[src/hw/rtl/vrt_pkg.sv]
// ---------------------------------------------------------------------------
// vrt_pkg
// Types, codes and constants shared by the voxel ray traversal modules.
// ---------------------------------------------------------------------------
package vrt_pkg;

    localparam int unsigned WORLD_HEIGHT_DEF = 128;
    localparam int unsigned DIV_BITS         = 31;
    localparam logic [31:0] SAT32            = 32'hFFFF_FFFF;

    // Result kinds.
    localparam logic [1:0] RK_QUERY = 2'd0;
    localparam logic [1:0] RK_HIT   = 2'd1;
    localparam logic [1:0] RK_MAXD  = 2'd2;
    localparam logic [1:0] RK_EXIT  = 2'd3;

    // Input kinds.
    localparam logic IK_START  = 1'b0;
    localparam logic IK_ANSWER = 1'b1;

    typedef struct packed {
        logic               kind;
        logic signed [31:0] start_x;
        logic signed [31:0] start_y;
        logic signed [31:0] start_z;
        logic signed [15:0] dir_x;
        logic signed [15:0] dir_y;
        logic signed [15:0] dir_z;
        logic [31:0]        max_distance;
        logic               voxel_present;
        logic               voxel_solid;
    } item_t;

    typedef struct packed {
        logic [1:0]         result_kind;
        logic signed [15:0] voxel_x;
        logic signed [15:0] voxel_y;
        logic signed [15:0] voxel_z;
        logic [31:0]        hit_distance;
        logic [1:0]         normal_axis;
        logic               normal_negative;
        logic signed [31:0] impact_x;
        logic signed [31:0] impact_y;
        logic signed [31:0] impact_z;
    } result_t;

    typedef enum logic [2:0] {
        S_IDLE,
        S_DIV,
        S_CROSS,
        S_CHECK,
        S_IMUL,
        S_IADD,
        S_EMIT
    } state_t;

    typedef enum logic [2:0] {
        RES_NONE,
        RES_REJECT,
        RES_QUERY,
        RES_HIT,
        RES_MAXD
    } res_sel_t;

    typedef struct packed {
        logic       load_ray;
        logic       set_busy;
        logic       clr_busy;
        logic       div_init;
        logic       div_step;
        logic       cross_write;
        logic       advance;
        logic       imp_mul;
        logic       imp_add;
        logic       emit;
        res_sel_t   res_sel;
        logic [1:0] axis;
    } cmd_t;

    typedef struct packed {
        logic kind;
        logic present;
        logic solid;
        logic reject;
        logic busy;
        logic below_limit;
        logic out_free;
    } sts_t;

endpackage

[src/hw/rtl/vrt_ctrl.sv]
// ---------------------------------------------------------------------------
// vrt_ctrl
// Sequencer for ray start, stepping, impact calculation and result issue.
// ---------------------------------------------------------------------------
module vrt_ctrl (
    input  logic          clk,
    input  logic          rst_n,
    input  logic          item_valid,
    output logic          item_stall,
    input  vrt_pkg::sts_t sts,
    output vrt_pkg::cmd_t cmd
);
    import vrt_pkg::*;

    state_t     state_reg, state_next;
    logic [1:0] axis_reg, axis_next;
    logic [4:0] bit_reg, bit_next;
    logic       take;

    assign take = item_valid && (state_reg == S_IDLE);

    always_ff @(posedge clk or negedge rst_n)
    begin
        if (!rst_n)
        begin
            state_reg <= S_IDLE;
            axis_reg  <= 2'd0;
            bit_reg   <= 5'd0;
        end
        else
        begin
            state_reg <= state_next;
            axis_reg  <= axis_next;
            bit_reg   <= bit_next;
        end
    end

    always_comb
    begin
        state_next = state_reg;
        axis_next  = axis_reg;
        bit_next   = bit_reg;
        unique case (state_reg)
            S_IDLE:
            begin
                if (take)
                begin
                    if (sts.kind == IK_START)
                    begin
                        if (sts.reject)
                            state_next = S_EMIT;
                        else
                        begin
                            state_next = S_DIV;
                            axis_next  = 2'd0;
                            bit_next   = 5'(DIV_BITS - 1);
                        end
                    end
                    else if (sts.busy)
                    begin
                        if (!sts.present)
                            state_next = S_EMIT;
                        else if (sts.solid)
                        begin
                            state_next = S_IMUL;
                            axis_next  = 2'd0;
                        end
                        else
                            state_next = S_CHECK;
                    end
                end
            end
            S_DIV:
            begin
                if (bit_reg == 5'd0)
                    state_next = S_CROSS;
                else
                    bit_next = bit_reg - 5'd1;
            end
            S_CROSS:
            begin
                if (axis_reg == 2'd2)
                    state_next = S_EMIT;
                else
                begin
                    state_next = S_DIV;
                    axis_next  = axis_reg + 2'd1;
                    bit_next   = 5'(DIV_BITS - 1);
                end
            end
            S_CHECK:
            begin
                if (sts.below_limit)
                    state_next = S_EMIT;
                else
                begin
                    state_next = S_IMUL;
                    axis_next  = 2'd0;
                end
            end
            S_IMUL:
                state_next = S_IADD;
            S_IADD:
            begin
                if (axis_reg == 2'd2)
                    state_next = S_EMIT;
                else
                begin
                    state_next = S_IMUL;
                    axis_next  = axis_reg + 2'd1;
                end
            end
            S_EMIT:
            begin
                if (sts.out_free)
                    state_next = S_IDLE;
            end
            default:
                state_next = S_IDLE;
        endcase
    end

    always_comb
    begin
        cmd        = '0;
        cmd.axis   = axis_reg;
        item_stall = (state_reg != S_IDLE);
        unique case (state_reg)
            S_IDLE:
            begin
                if (take)
                begin
                    if (sts.kind == IK_START)
                    begin
                        cmd.clr_busy = 1'b1;
                        if (sts.reject)
                            cmd.res_sel = RES_REJECT;
                        else
                        begin
                            cmd.load_ray = 1'b1;
                            cmd.set_busy = 1'b1;
                            cmd.div_init = 1'b1;
                            cmd.axis     = 2'd0;
                        end
                    end
                    else if (sts.busy)
                    begin
                        if (!sts.present)
                        begin
                            cmd.clr_busy = 1'b1;
                            cmd.res_sel  = RES_REJECT;
                        end
                        else if (sts.solid)
                        begin
                            cmd.clr_busy = 1'b1;
                            cmd.res_sel  = RES_HIT;
                        end
                        else
                            cmd.advance = 1'b1;
                    end
                end
            end
            S_DIV:
                cmd.div_step = 1'b1;
            S_CROSS:
            begin
                cmd.cross_write = 1'b1;
                cmd.div_init    = 1'b1;
                if (axis_reg == 2'd2)
                    cmd.res_sel = RES_QUERY;
            end
            S_CHECK:
            begin
                if (sts.below_limit)
                    cmd.res_sel = RES_QUERY;
                else
                begin
                    cmd.clr_busy = 1'b1;
                    cmd.res_sel  = RES_MAXD;
                end
            end
            S_IMUL:
                cmd.imp_mul = 1'b1;
            S_IADD:
                cmd.imp_add = 1'b1;
            S_EMIT:
                cmd.emit = sts.out_free;
            default:
                cmd = '0;
        endcase
    end

endmodule

[src/hw/rtl/vrt_datapath.sv]
// ---------------------------------------------------------------------------
// vrt_datapath
// Ray state, reciprocal divider, crossing and impact arithmetic, result word.
// ---------------------------------------------------------------------------
module vrt_datapath #(
    parameter int unsigned WORLD_HEIGHT = vrt_pkg::WORLD_HEIGHT_DEF
) (
    input  logic            clk,
    input  logic            rst_n,
    input  vrt_pkg::item_t  item,
    input  vrt_pkg::cmd_t   cmd,
    output vrt_pkg::sts_t   sts,
    output logic            result_valid,
    input  logic            result_stall,
    output vrt_pkg::result_t result
);
    import vrt_pkg::*;

    localparam logic signed [31:0] Z_TOP = 32'(WORLD_HEIGHT) << 16;

    logic               busy_reg;
    logic [15:0]        voxel_reg [3];
    logic               neg_reg [3];
    logic [31:0]        step_reg [3];
    logic [31:0]        cross_reg [3];
    logic [31:0]        travelled_reg;
    logic [1:0]         last_axis_reg;
    logic [31:0]        origin_reg [3];
    logic signed [15:0] dir_reg [3];
    logic [31:0]        limit_reg;

    logic [15:0]        rem_reg;
    logic [30:0]        quot_reg;
    logic [4:0]         dbit_reg;

    logic signed [48:0] prod_reg;
    result_t            res_reg;
    logic               out_valid_reg;
    result_t            out_reg;

    logic [15:0]        mag;
    logic [16:0]        trial;
    logic [31:0]        step_val;
    logic [16:0]        frac_dist;
    logic [48:0]        cross_prod;
    logic [31:0]        cross_val;
    logic [1:0]         adv_axis;
    logic [32:0]        adv_sum;
    logic signed [35:0] imp_sum;
    logic [31:0]        imp_val;
    logic [31:0]        imp_dist;
    logic [31:0]        start_s [3];
    logic signed [15:0] start_d [3];

    assign start_s[0] = item.start_x;
    assign start_s[1] = item.start_y;
    assign start_s[2] = item.start_z;
    assign start_d[0] = item.dir_x;
    assign start_d[1] = item.dir_y;
    assign start_d[2] = item.dir_z;

    // The divider works on the magnitude of the axis now being loaded.
    assign mag      = dir_reg[cmd.axis][15] ? 16'(-dir_reg[cmd.axis]) : dir_reg[cmd.axis];
    assign trial    = {rem_reg, (dbit_reg == 5'(DIV_BITS - 1))};
    assign step_val = (mag == 16'd0) ? SAT32 : {1'b0, quot_reg};

    assign frac_dist  = neg_reg[cmd.axis] ? {1'b0, origin_reg[cmd.axis][15:0]}
                                          : 17'h10000 - {1'b0, origin_reg[cmd.axis][15:0]};
    assign cross_prod = 49'(frac_dist) * 49'(step_val);
    assign cross_val  = (cross_prod[48:48] != 1'b0) ? SAT32 : cross_prod[47:16];

    always_comb
    begin
        if (cross_reg[0] < cross_reg[1] && cross_reg[0] < cross_reg[2])
            adv_axis = 2'd0;
        else if (cross_reg[1] < cross_reg[2])
            adv_axis = 2'd1;
        else
            adv_axis = 2'd2;
    end
    assign adv_sum = {1'b0, cross_reg[adv_axis]} + {1'b0, step_reg[adv_axis]};

    // Arithmetic shift gives the floor of the scaled product.
    assign imp_sum = 36'(prod_reg >>> 14) + 36'($signed(origin_reg[cmd.axis]));
    always_comb
    begin
        if (imp_sum > 36'sh0_7FFF_FFFF)
            imp_val = 32'h7FFF_FFFF;
        else if (imp_sum < -36'sh0_8000_0000)
            imp_val = 32'h8000_0000;
        else
            imp_val = imp_sum[31:0];
    end
    assign imp_dist = res_reg.hit_distance;

    assign sts.kind        = item.kind;
    assign sts.present     = item.voxel_present;
    assign sts.solid       = item.voxel_solid;
    assign sts.reject      = (item.start_z < 0) || (item.start_z > Z_TOP)
                             || (item.max_distance == 32'd0);
    assign sts.busy        = busy_reg;
    assign sts.below_limit = travelled_reg < limit_reg;
    assign sts.out_free    = !out_valid_reg || !result_stall;

    always_ff @(posedge clk or negedge rst_n)
    begin
        if (!rst_n)
        begin
            busy_reg      <= 1'b0;
            travelled_reg <= 32'd0;
            last_axis_reg <= 2'd0;
            limit_reg     <= 32'd0;
            for (int a = 0; a < 3; a++)
            begin
                voxel_reg[a]  <= 16'd0;
                neg_reg[a]    <= 1'b0;
                step_reg[a]   <= 32'd0;
                cross_reg[a]  <= 32'd0;
                origin_reg[a] <= 32'd0;
                dir_reg[a]    <= 16'sd0;
            end
        end
        else
        begin
            if (cmd.clr_busy)
                busy_reg <= 1'b0;
            if (cmd.set_busy)
                busy_reg <= 1'b1;
            if (cmd.load_ray)
            begin
                for (int a = 0; a < 3; a++)
                begin
                    origin_reg[a] <= start_s[a];
                    dir_reg[a]    <= start_d[a];
                    voxel_reg[a]  <= start_s[a][31:16];
                    neg_reg[a]    <= start_d[a][15];
                end
                limit_reg     <= item.max_distance;
                travelled_reg <= 32'd0;
                last_axis_reg <= 2'd0;
            end
            if (cmd.cross_write)
            begin
                step_reg[cmd.axis]  <= step_val;
                cross_reg[cmd.axis] <= cross_val;
            end
            if (cmd.advance)
            begin
                voxel_reg[adv_axis] <= neg_reg[adv_axis] ? voxel_reg[adv_axis] - 16'd1
                                                         : voxel_reg[adv_axis] + 16'd1;
                travelled_reg       <= cross_reg[adv_axis];
                cross_reg[adv_axis] <= adv_sum[32] ? SAT32 : adv_sum[31:0];
                last_axis_reg       <= adv_axis + 2'd1;
            end
        end
    end

    // Restoring division of 2^30 by the magnitude, one quotient bit a cycle.
    always_ff @(posedge clk)
    begin
        if (cmd.div_init)
        begin
            rem_reg  <= 16'd0;
            quot_reg <= 31'd0;
            dbit_reg <= 5'(DIV_BITS - 1);
        end
        else if (cmd.div_step)
        begin
            dbit_reg <= dbit_reg - 5'd1;
            if (trial >= {1'b0, mag})
            begin
                rem_reg  <= 16'(trial - {1'b0, mag});
                quot_reg <= {quot_reg[29:0], 1'b1};
            end
            else
            begin
                rem_reg  <= trial[15:0];
                quot_reg <= {quot_reg[29:0], 1'b0};
            end
        end
    end

    always_ff @(posedge clk)
    begin
        if (cmd.imp_mul)
            prod_reg <= dir_reg[cmd.axis] * $signed({1'b0, imp_dist});
        if (cmd.imp_add)
        begin
            case (cmd.axis)
                2'd0:    res_reg.impact_x <= imp_val;
                2'd1:    res_reg.impact_y <= imp_val;
                default: res_reg.impact_z <= imp_val;
            endcase
        end
        case (cmd.res_sel)
            RES_REJECT:
            begin
                res_reg             <= '0;
                res_reg.result_kind <= RK_EXIT;
            end
            RES_QUERY:
            begin
                res_reg             <= '0;
                res_reg.result_kind <= RK_QUERY;
                res_reg.voxel_x     <= voxel_reg[0];
                res_reg.voxel_y     <= voxel_reg[1];
                res_reg.voxel_z     <= voxel_reg[2];
            end
            RES_HIT:
            begin
                res_reg                 <= '0;
                res_reg.result_kind     <= RK_HIT;
                res_reg.voxel_x         <= voxel_reg[0];
                res_reg.voxel_y         <= voxel_reg[1];
                res_reg.voxel_z         <= voxel_reg[2];
                res_reg.hit_distance    <= travelled_reg;
                res_reg.normal_axis     <= last_axis_reg;
                res_reg.normal_negative <= (last_axis_reg != 2'd0)
                                           && !neg_reg[last_axis_reg - 2'd1];
            end
            RES_MAXD:
            begin
                res_reg              <= '0;
                res_reg.result_kind  <= RK_MAXD;
                res_reg.hit_distance <= limit_reg;
            end
            default:
                ;
        endcase
    end

    always_ff @(posedge clk or negedge rst_n)
    begin
        if (!rst_n)
            out_valid_reg <= 1'b0;
        else if (cmd.emit)
            out_valid_reg <= 1'b1;
        else if (!result_stall)
            out_valid_reg <= 1'b0;
    end

    always_ff @(posedge clk)
    begin
        if (cmd.emit)
            out_reg <= res_reg;
    end

    assign result_valid = out_valid_reg;
    assign result       = out_reg;

endmodule

[src/hw/rtl/voxel_ray_traversal.sv]
// ---------------------------------------------------------------------------
// voxel_ray_traversal
// Amanatides-Woo stepping of a ray through a unit voxel grid.
// ---------------------------------------------------------------------------
// Input channel (item_valid / item_stall / item): a word either starts a ray
// (origin, direction, maximum length) or answers the last voxel query.
// Output channel (result_valid / result_stall / result): one word per item,
// a voxel query, a hit, a max-distance miss or an exit; an answer arriving
// while no ray is in flight gives no word.
// An accepted ray start runs a one-bit-per-cycle reciprocal divider for each
// axis in turn, each followed by a crossing-distance write, before its query
// word is issued. A step answer advances one voxel and compares the distance
// travelled with the limit; a hit, or a max-distance miss found there, then
// computes the impact point on one shared multiplier, one axis at a time, a
// multiply then an add per axis. A rejected start or a missing voxel goes straight to issue.
// One item is worked on at a time; item_stall is high from acceptance until
// the result word is loaded into the output register, which frees the input
// while the word waits on a stalled receiver. A finished word waits for that
// register to empty, so a stalled receiver adds its stall to the latency.
// Reset clears all ray state and the output register is empty.
// ---------------------------------------------------------------------------
module voxel_ray_traversal #(
    parameter int unsigned WORLD_HEIGHT = vrt_pkg::WORLD_HEIGHT_DEF
) (
    input  logic             clk,
    input  logic             rst_n,
    input  logic             item_valid,
    output logic             item_stall,
    input  vrt_pkg::item_t   item,
    output logic             result_valid,
    input  logic             result_stall,
    output vrt_pkg::result_t result
);
    import vrt_pkg::*;

    cmd_t cmd;
    sts_t sts;

    vrt_ctrl u_ctrl (
        .clk        (clk),
        .rst_n      (rst_n),
        .item_valid (item_valid),
        .item_stall (item_stall),
        .sts        (sts),
        .cmd        (cmd)
    );

    vrt_datapath #(
        .WORLD_HEIGHT (WORLD_HEIGHT)
    ) u_dp (
        .clk          (clk),
        .rst_n        (rst_n),
        .item         (item),
        .cmd          (cmd),
        .sts          (sts),
        .result_valid (result_valid),
        .result_stall (result_stall),
        .result       (result)
    );

endmodule

[config.mk]
export PLATFORM = sky130hd
export DESIGN_NAME = voxel_ray_traversal
export DESIGN_NICKNAME = d
export VERILOG_FILES = /design/src/hw/rtl/vrt_pkg.sv /design/src/hw/rtl/vrt_ctrl.sv /design/src/hw/rtl/vrt_datapath.sv /design/src/hw/rtl/voxel_ray_traversal.sv
export SDC_FILE = /design/constraint.sdc
export NUM_CORES = 2
export LEC_CHECK = 0
export BUFFER_PORTS_ARGS = -buffer_cell sky130_fd_sc_hd__buf_2
export CORE_MARGIN = 2
export CORE_UTILIZATION = 40
export DETAILED_ROUTE_END_ITERATION = 16
export GPL_TIMING_DRIVEN = 0
export MAX_ROUTING_LAYER = met4
export SYNTH_ARGS = -nofsm -noshare
export SYNTH_HDL_FRONTEND = slang
export SYNTH_SLANG_ARGS = --single-unit
[constraint.sdc]
create_clock -name clk -period 15.3 [get_ports clk]
set_clock_uncertainty 0.15 [all_clocks]
set_input_delay 3.06 -clock clk [delete_from_list [all_inputs] [get_ports clk]]
set_output_delay 3.06 -clock clk [all_outputs]
set_load 0.005 [all_outputs]
======== Word level (Yosys, flattened, before mapping) ========
Cells that the tools add are included.
cells by class
  $add $sub $neg .......................... 12
  multiply operators ...................... 2
  $lt $le $gt $ge ......................... 14
  equality and inequality tests ........... 27
  muxes and demuxes ....................... 125
  bitwise gates (word level) .............. 3
  reduce and logical (&&, ||, !) cells .... 35
operators by type and width
  kind                                                             number
  case mux 181 bit (4 select lines)                                1
  two-way mux 32 bit                                               18
  bitwise mux 96 bit                                               3
  two-way mux 96 bit                                               3
  binary-select mux 32 bit (select 2 bit)                          3
  demux 32 bit (select 2 bit)                                      2
  < comparator 32 bit                                              4
  two-way mux 16 bit                                               8
  two-way mux 48 bit                                               2
  binary-select mux 16 bit (select 2 bit)                          2
  multiplier 16 x 33 -> 49 bit                                     1
  multiplier 17 x 32 -> 49 bit                                     1
  bitwise mux 48 bit                                               1
  two-way mux 2 bit                                                20
  two-way mux 3 bit                                                13
  adder 35 x 32 -> 36 bit                                          1
  greater-than comparator 36 x 32 -> 1 bit, second input constant  1
  < comparator 36 x 32 -> 1 bit, second input constant             1
  adder 32 x 32 -> 33 bit                                          1
  demux 16 bit (select 2 bit)                                      1
  greater-than comparator 32 x 25 -> 1 bit, second input constant  1
  logical NOT 32 bit                                               1
  < comparator 32 x 1 -> 1 bit, second input constant              1
  two-way mux 1 bit                                                30
  other kinds (50)                                                 98
storage, ports and cells
  register bits ........................... 928
  bits of input ports ..................... 183
  output and inout bits ................... 183
  word-level logic and storage cells ...... 268

======== Longest topological paths before layout ========
  word-level depth ........................ 21
  mapped depth ............................ 47

======== By module ========
From an unflattened synthesis, not the netlist that was laid out.
unflattened totals
  cells, all modules ...................... 8073
  area total of the unflattened synthesis .. 79179.7 um2
by module, submodules not included
  module        instances  cells an instance  area an instance (um2)  sequential area each (um2)
  vrt_datapath  1          7965               78306.4                 24273.3
  vrt_ctrl      1          108                873.3                   250.2

======== Worst setup path after synthesis ========
No wires, ideal clock.
  path kind ............................... input to register
  start ................................... input port result_stall
  end ..................................... register u_dp.out_reg (netlist bit u_dp.result[0]), enable pin
  arrival time ............................ 16.219 ns
  data required time ...................... 14.160 ns
  path slack .............................. -2.060 ns
  stages .................................. 1
  cell sequence ........................... a211oi_1
between the ends
  longest elaborated chain between the ends .. 3
RTL lines
  what                  RTL line                   text
  from (decl)           voxel_ray_traversal.sv:31  input logic result_stall,
  logical NOT 1 bit     vrt_datapath.sv:103        assign sts.out_free = !out_valid_reg || !result_stall;
  logical OR 1 bit      vrt_datapath.sv:103
  two-way mux 1 bit     vrt_ctrl.sv:128            unique case (state_reg)
  to (signal assigned)  vrt_datapath.sv:245        out_reg <= res_reg;
  to (decl)             vrt_datapath.sv:39         result_t out_reg;
Every way passes these cells.
A chain may end at the register's enable or synchronous reset.

======== Final worst setup path ========
  start ................................... input port item[104] (netlist bit)
  end ..................................... register u_dp.cross_reg[16] (netlist bit)
between the ends
  longest elaborated chain between the ends .. 21
  elaborated cells on any way between the ends .. 35
RTL lines
  what                                                                                      RTL line                   text
  from (decl)                                                                               voxel_ray_traversal.sv:29  input vrt_pkg::item_t item,
  < comparator 32 x 1 -> 1 bit or greater-than comparator 32 x 25 -> 1 bit (tied branches)  vrt_datapath.sv:99         assign sts.reject = (item.start_z < 0) || (item.start_z > Z_TOP)
  logical OR 1 bit *                                                                        vrt_datapath.sv:99
  logical OR 1 bit *                                                                        vrt_datapath.sv:100        || (item.max_distance == 32'd0);
  two-way mux 2 bit *                                                                       --
  two-way mux 2 bit *                                                                       vrt_ctrl.sv:133            if (sts.kind == IK_START)
  two-way mux 5 bit *                                                                       vrt_ctrl.sv:131            if (take)
  case mux 2 bit (2 select lines) *                                                         vrt_ctrl.sv:128
  inverter 2 -> 3 bit (implied by the code) *                                               --
  [... 5 more ...]                                                                          --
  logical NOT 16 bit                                                                        vrt_datapath.sv:65         assign step_val = (mag == 16'd0) ? SAT32 : {1'b0, quot_reg};
  two-way mux 32 bit                                                                        vrt_datapath.sv:65
  multiplier 17 x 32 -> 49 bit                                                              vrt_datapath.sv:69         assign cross_prod = 49'(frac_dist) * 49'(step_val);
  two-way mux 32 bit                                                                        vrt_datapath.sv:70         assign cross_val = (cross_prod[48:48] != 1'b0) ? SAT32 : cross_prod[47:16];
  bitwise mux 96 bit *                                                                      vrt_datapath.sv:145        cross_reg[cmd.axis] <= cross_val;
  two-way mux 96 bit *                                                                      vrt_datapath.sv:142        if (cmd.cross_write)
  bitwise mux 96 bit                                                                        vrt_datapath.sv:152        cross_reg[adv_axis] <= adv_sum[32] ? SAT32 : adv_sum[31:0];
  two-way mux 96 bit *                                                                      vrt_datapath.sv:147        if (cmd.advance)
  to (signal, indexed assignment)                                                           vrt_datapath.sv:145
  to (signal, indexed assignment)                                                           vrt_datapath.sv:152
  to (decl)                                                                                 vrt_datapath.sv:25         logic [31:0] cross_reg [3];
Every way passes the cells marked *; elsewhere a longest branch is shown, timed or not. The select of a mux whose other input is x is not followed.

==> impl_metrics.json <==
{
  "drt_wl_total_um": 292200,
  "crit_slowest_cell": "nor4_2",
  "max_freq_mhz": 66.63,
  "hold_class": "flip-flop to flip-flop",
  "hold_depth": 0,
  "r2r_cells": 42,
  "finalNetCount": 10240,
  "cts.path.max_buffers": 3,
  "rrSetupSlack_ns": 1.95,
  "maxCapViolCount": 1,
  "hp-start": "u_dp.res_reg[42]",
  "rr_startpoint": "u_ctrl.axis_reg[1]",
  "syn_area_per_cell_um2": 9.464,
  "vias": 63120,
  "cp-end-kind": "flip-flop",
  "violations": "capacitance limit",
  "final_core_util": 0.4528,
  "core_um2": 192400,
  "grt-ovfl-total": 0,
  "tightest_slew_ns": 1.477,
  "hold_end": "u_dp.result[42]",
  "drtIter0Drc": 6154,
  "synth_edf_count": 397,
  "wl_per_cell_um": 25.83,
  "initial_core_util": 0.4021,
  "ios": 366,
  "slew_viol_final": 0,
  "leakagePower_nw": 39.45,
  "hpwl_um": 235100,
  "hold_viol": 0,
  "die_h_um": 443.8,
  "htreeDepth": 3,
  "placedInstanceArea_um2": 82980,
  "worstPathRequired_ns": 15.75,
  "drc_errors": 0,
  "insertion_delay_ns": 0.76,
  "crit_fanout": 10,
  "ys_types": 89,
  "final_cell_mix": "nand2_1 (1241), inv_1 (1153), fa_1 (868), o21ai_0 (722), ha_1 (501)",
  "largest_reg_flops": 181,
  "critPathLaunchType": "input pin",
  "async_flop_share": 0.5071,
  "num-fill-cells": 18660,
  "synth_seq_area_share": 0.3170,
  "power_density_nw_per_um2": 213.1,
  "setup_viol": 0,
  "grt_pass1_vias": 63970,
  "max-slew-margin-rel": 0.004805,
  "cts.sinks": 911,
  "status": "finished, violations left",
  "postSynthCellCount": 8174,
  "path_common_cell": "fa_1",
  "crit_arrival_ns": 15.46,
  "final_common_cell": "nand2_1",
  "rows": 161,
  "stdcell_area_um2": 87100,
  "cts-buffers-inserted": 99,
  "die_width_um": 443.8,
  "grt_max_degree": 126,
  "syn-cell-area_um2": 77360,
  "ctsHoldBuffers": 0,
  "fin_cells": 11310,
  "critPathMaxStageDelay_ns": 0.63,
  "firstDrtPassIters": 6,
  "synth_seq_cells": 911,
  "path_clk_slew_ns": 0.06,
  "synth_fp_nets": 9726,
  "grtUsageTotal": 0.3047,
  "cts-root-buf": "clkbuf_16",
  "antenna_found_initial": 33,
  "port-buffer-count": 365,
  "dieArea_um2": 196900,
  "crit_type": "input pin to flip-flop",
  "finalHoldWorstSlack_ns": 0.2633,
  "area_growth_pct": 12.60,
  "min_period_ns": 15.01,
  "gp_congestion": 1.005,
  "ys_warn_count": 0,
  "synthFlopType": "dfrtp_1",
  "place_inst": 11090,
  "detail-route-antenna-nets": 0,
  "finalPower_mw": 18.56,
  "via_per_inst": 5.579,
  "drive_above_1_share": 0.08368,
  "r2r-end": "u_dp.cross_reg[16]",
  "finalCritPeriodShare": 0.9809,
  "cts_tree": "done",
  "grt_pass1_wl_um": 429800,
  "peakVddDrop_uv": 258.0
}
-- cells in the mapped netlist, types with 16 or more instances --
library cell / instances / area (µm²)
buf_2: 44 / 220.2
fa_1: 868 / 17380
clkbuf_1: 373 / 1400
nor4_1: 23 / 143.9
dfrtp_1: 462 / 11560
nand4_1: 52 / 325.3
xnor2_1: 95 / 832.1
o21ai_1: 57 / 285.3
nand2_1: 1242 / 4662
a31oi_1: 30 / 187.7
buf_1: 25 / 93.84
o21ai_0: 738 / 3694
nor2_1: 251 / 942.2
and3_1: 82 / 513.0
dfxtp_1: 52 / 1041
nand2b_1: 78 / 488.0
nand3_1: 84 / 420.4
a22oi_1: 43 / 322.8
a21oi_1: 368 / 1842
o311ai_0: 39 / 341.6
o21a_1: 51 / 382.9
a22o_1: 44 / 385.4
and2_1: 117 / 732.0
mux2i_1: 64 / 640.6
o22ai_1: 36 / 225.2
nor2b_1: 316 / 1977
inv_1: 1154 / 4332
a211oi_1: 22 / 165.2
ha_1: 501 / 6269
nor3_1: 63 / 315.3
o211ai_1: 16 / 120.1
xor2_1: 77 / 674.4
edfxtp_1: 397 / 11920
a21o_1: 134 / 1006
-- per-layer routing --
metal | part of all wire | global-route usage | vias up
met5 | 0 | - | -
met4 | 0.068 | 0.1731 | 0
met3 | 0.068 | 0.03716 | 639
met2 | 0.47 | 0.4782 | 2780
met1 | 0.40 | 0.3822 | 31940
li1 | - | - | 27760
-- critical path, delay by kind of cell --
family                   cells  cell delay, ns
adder cells (fa/ha/maj)      7            3.34
AO/OA/AOI/OAI               13            3.25
AND/OR/NAND/NOR             12            3.13
buffers and inverters       12            2.24
XOR/XNOR                     1            0.38
-- kinds of logic (layout without fill, tap and decap cells) --
| kind of cell | count (synthesis) | count (layout) | share of synthesized area |
|---|---|---|---|
| muxes | 66 | 66 | 0.008572 |
| buffers and inverters | 1610 | 2207 | 0.07962 |
| and+or+nand+nor | 2352 | 2352 | 0.1405 |
| adders and majority gates | 1369 | 1369 | 0.3056 |
| DFF | 911 | 911 | 0.3170 |
| xor gates and xnor gates | 172 | 172 | 0.01947 |
| AOI/OAI and AO/OA | 1694 | 1694 | 0.1292 |
| other | 0 | 17 | 0 |
-- how the worst max path moves through the flow --
stage / endpoint / slack [ns] / startpoint / cells after the start
2_1_floorplan: u_dp.cross_reg[83] / 2.04 / item[107] / 43
3_3_place_gp: u_dp.cross_reg[40] / -4.52 / item[86] / 41
3_5_place_dp: u_dp.cross_reg[40] / -4.05 / item[86] / 41
4_1_cts: u_dp.cross_reg[92] / 0.01 / item[82] / 47
5_1_grt: u_dp.cross_reg[92] / -0.03 / item[86] / 49
6_report: u_dp.cross_reg[16] / 0.29 / item[104] / 45
-- per-stage QoR --
stage | worst slack (ns) | TNS (ns)
2_1_floorplan | 2.044 | 0
3_3_place_gp | -4.521 | -344.34
3_5_place_dp | -4.053 | -285.05
4_1_cts | 0.01205 | 0
5_1_grt | -0.02656 | -0.04399
6_report | 0.2916 | 0
-- what timing repair did --
action,CTS,global route
hold endpoints to repair,0,0
buffers inserted,15,5
resized for setup,59,36
setup endpoints to repair,96,96
cloned,0,0
pin swaps,5,7
-- final cells by class --
type                       count  area, µm²  area share
multi-input combinational   5653      47090      0.5406
buffer                       454       1851     0.02124
tap                         2526       3161     0.03628
clock inverter                70      909.6     0.01044
sequential                   911      24520      0.2815
timing repair buffer         411       2559     0.02937
antenna                       17      42.54   0.0004884
inverter                    1155       4338     0.04980
clock buffer                 117       2636     0.03027
-- power breakdown --
| group | internal [mW] | switching (mW) |
|---|---|---|
| clock network | 1.50 | 1.13 |
| logic | 3.81 | 8.52 |
| registers | 3.21 | 0.392 |
Note: power is estimated with default switching activity, not from simulation.
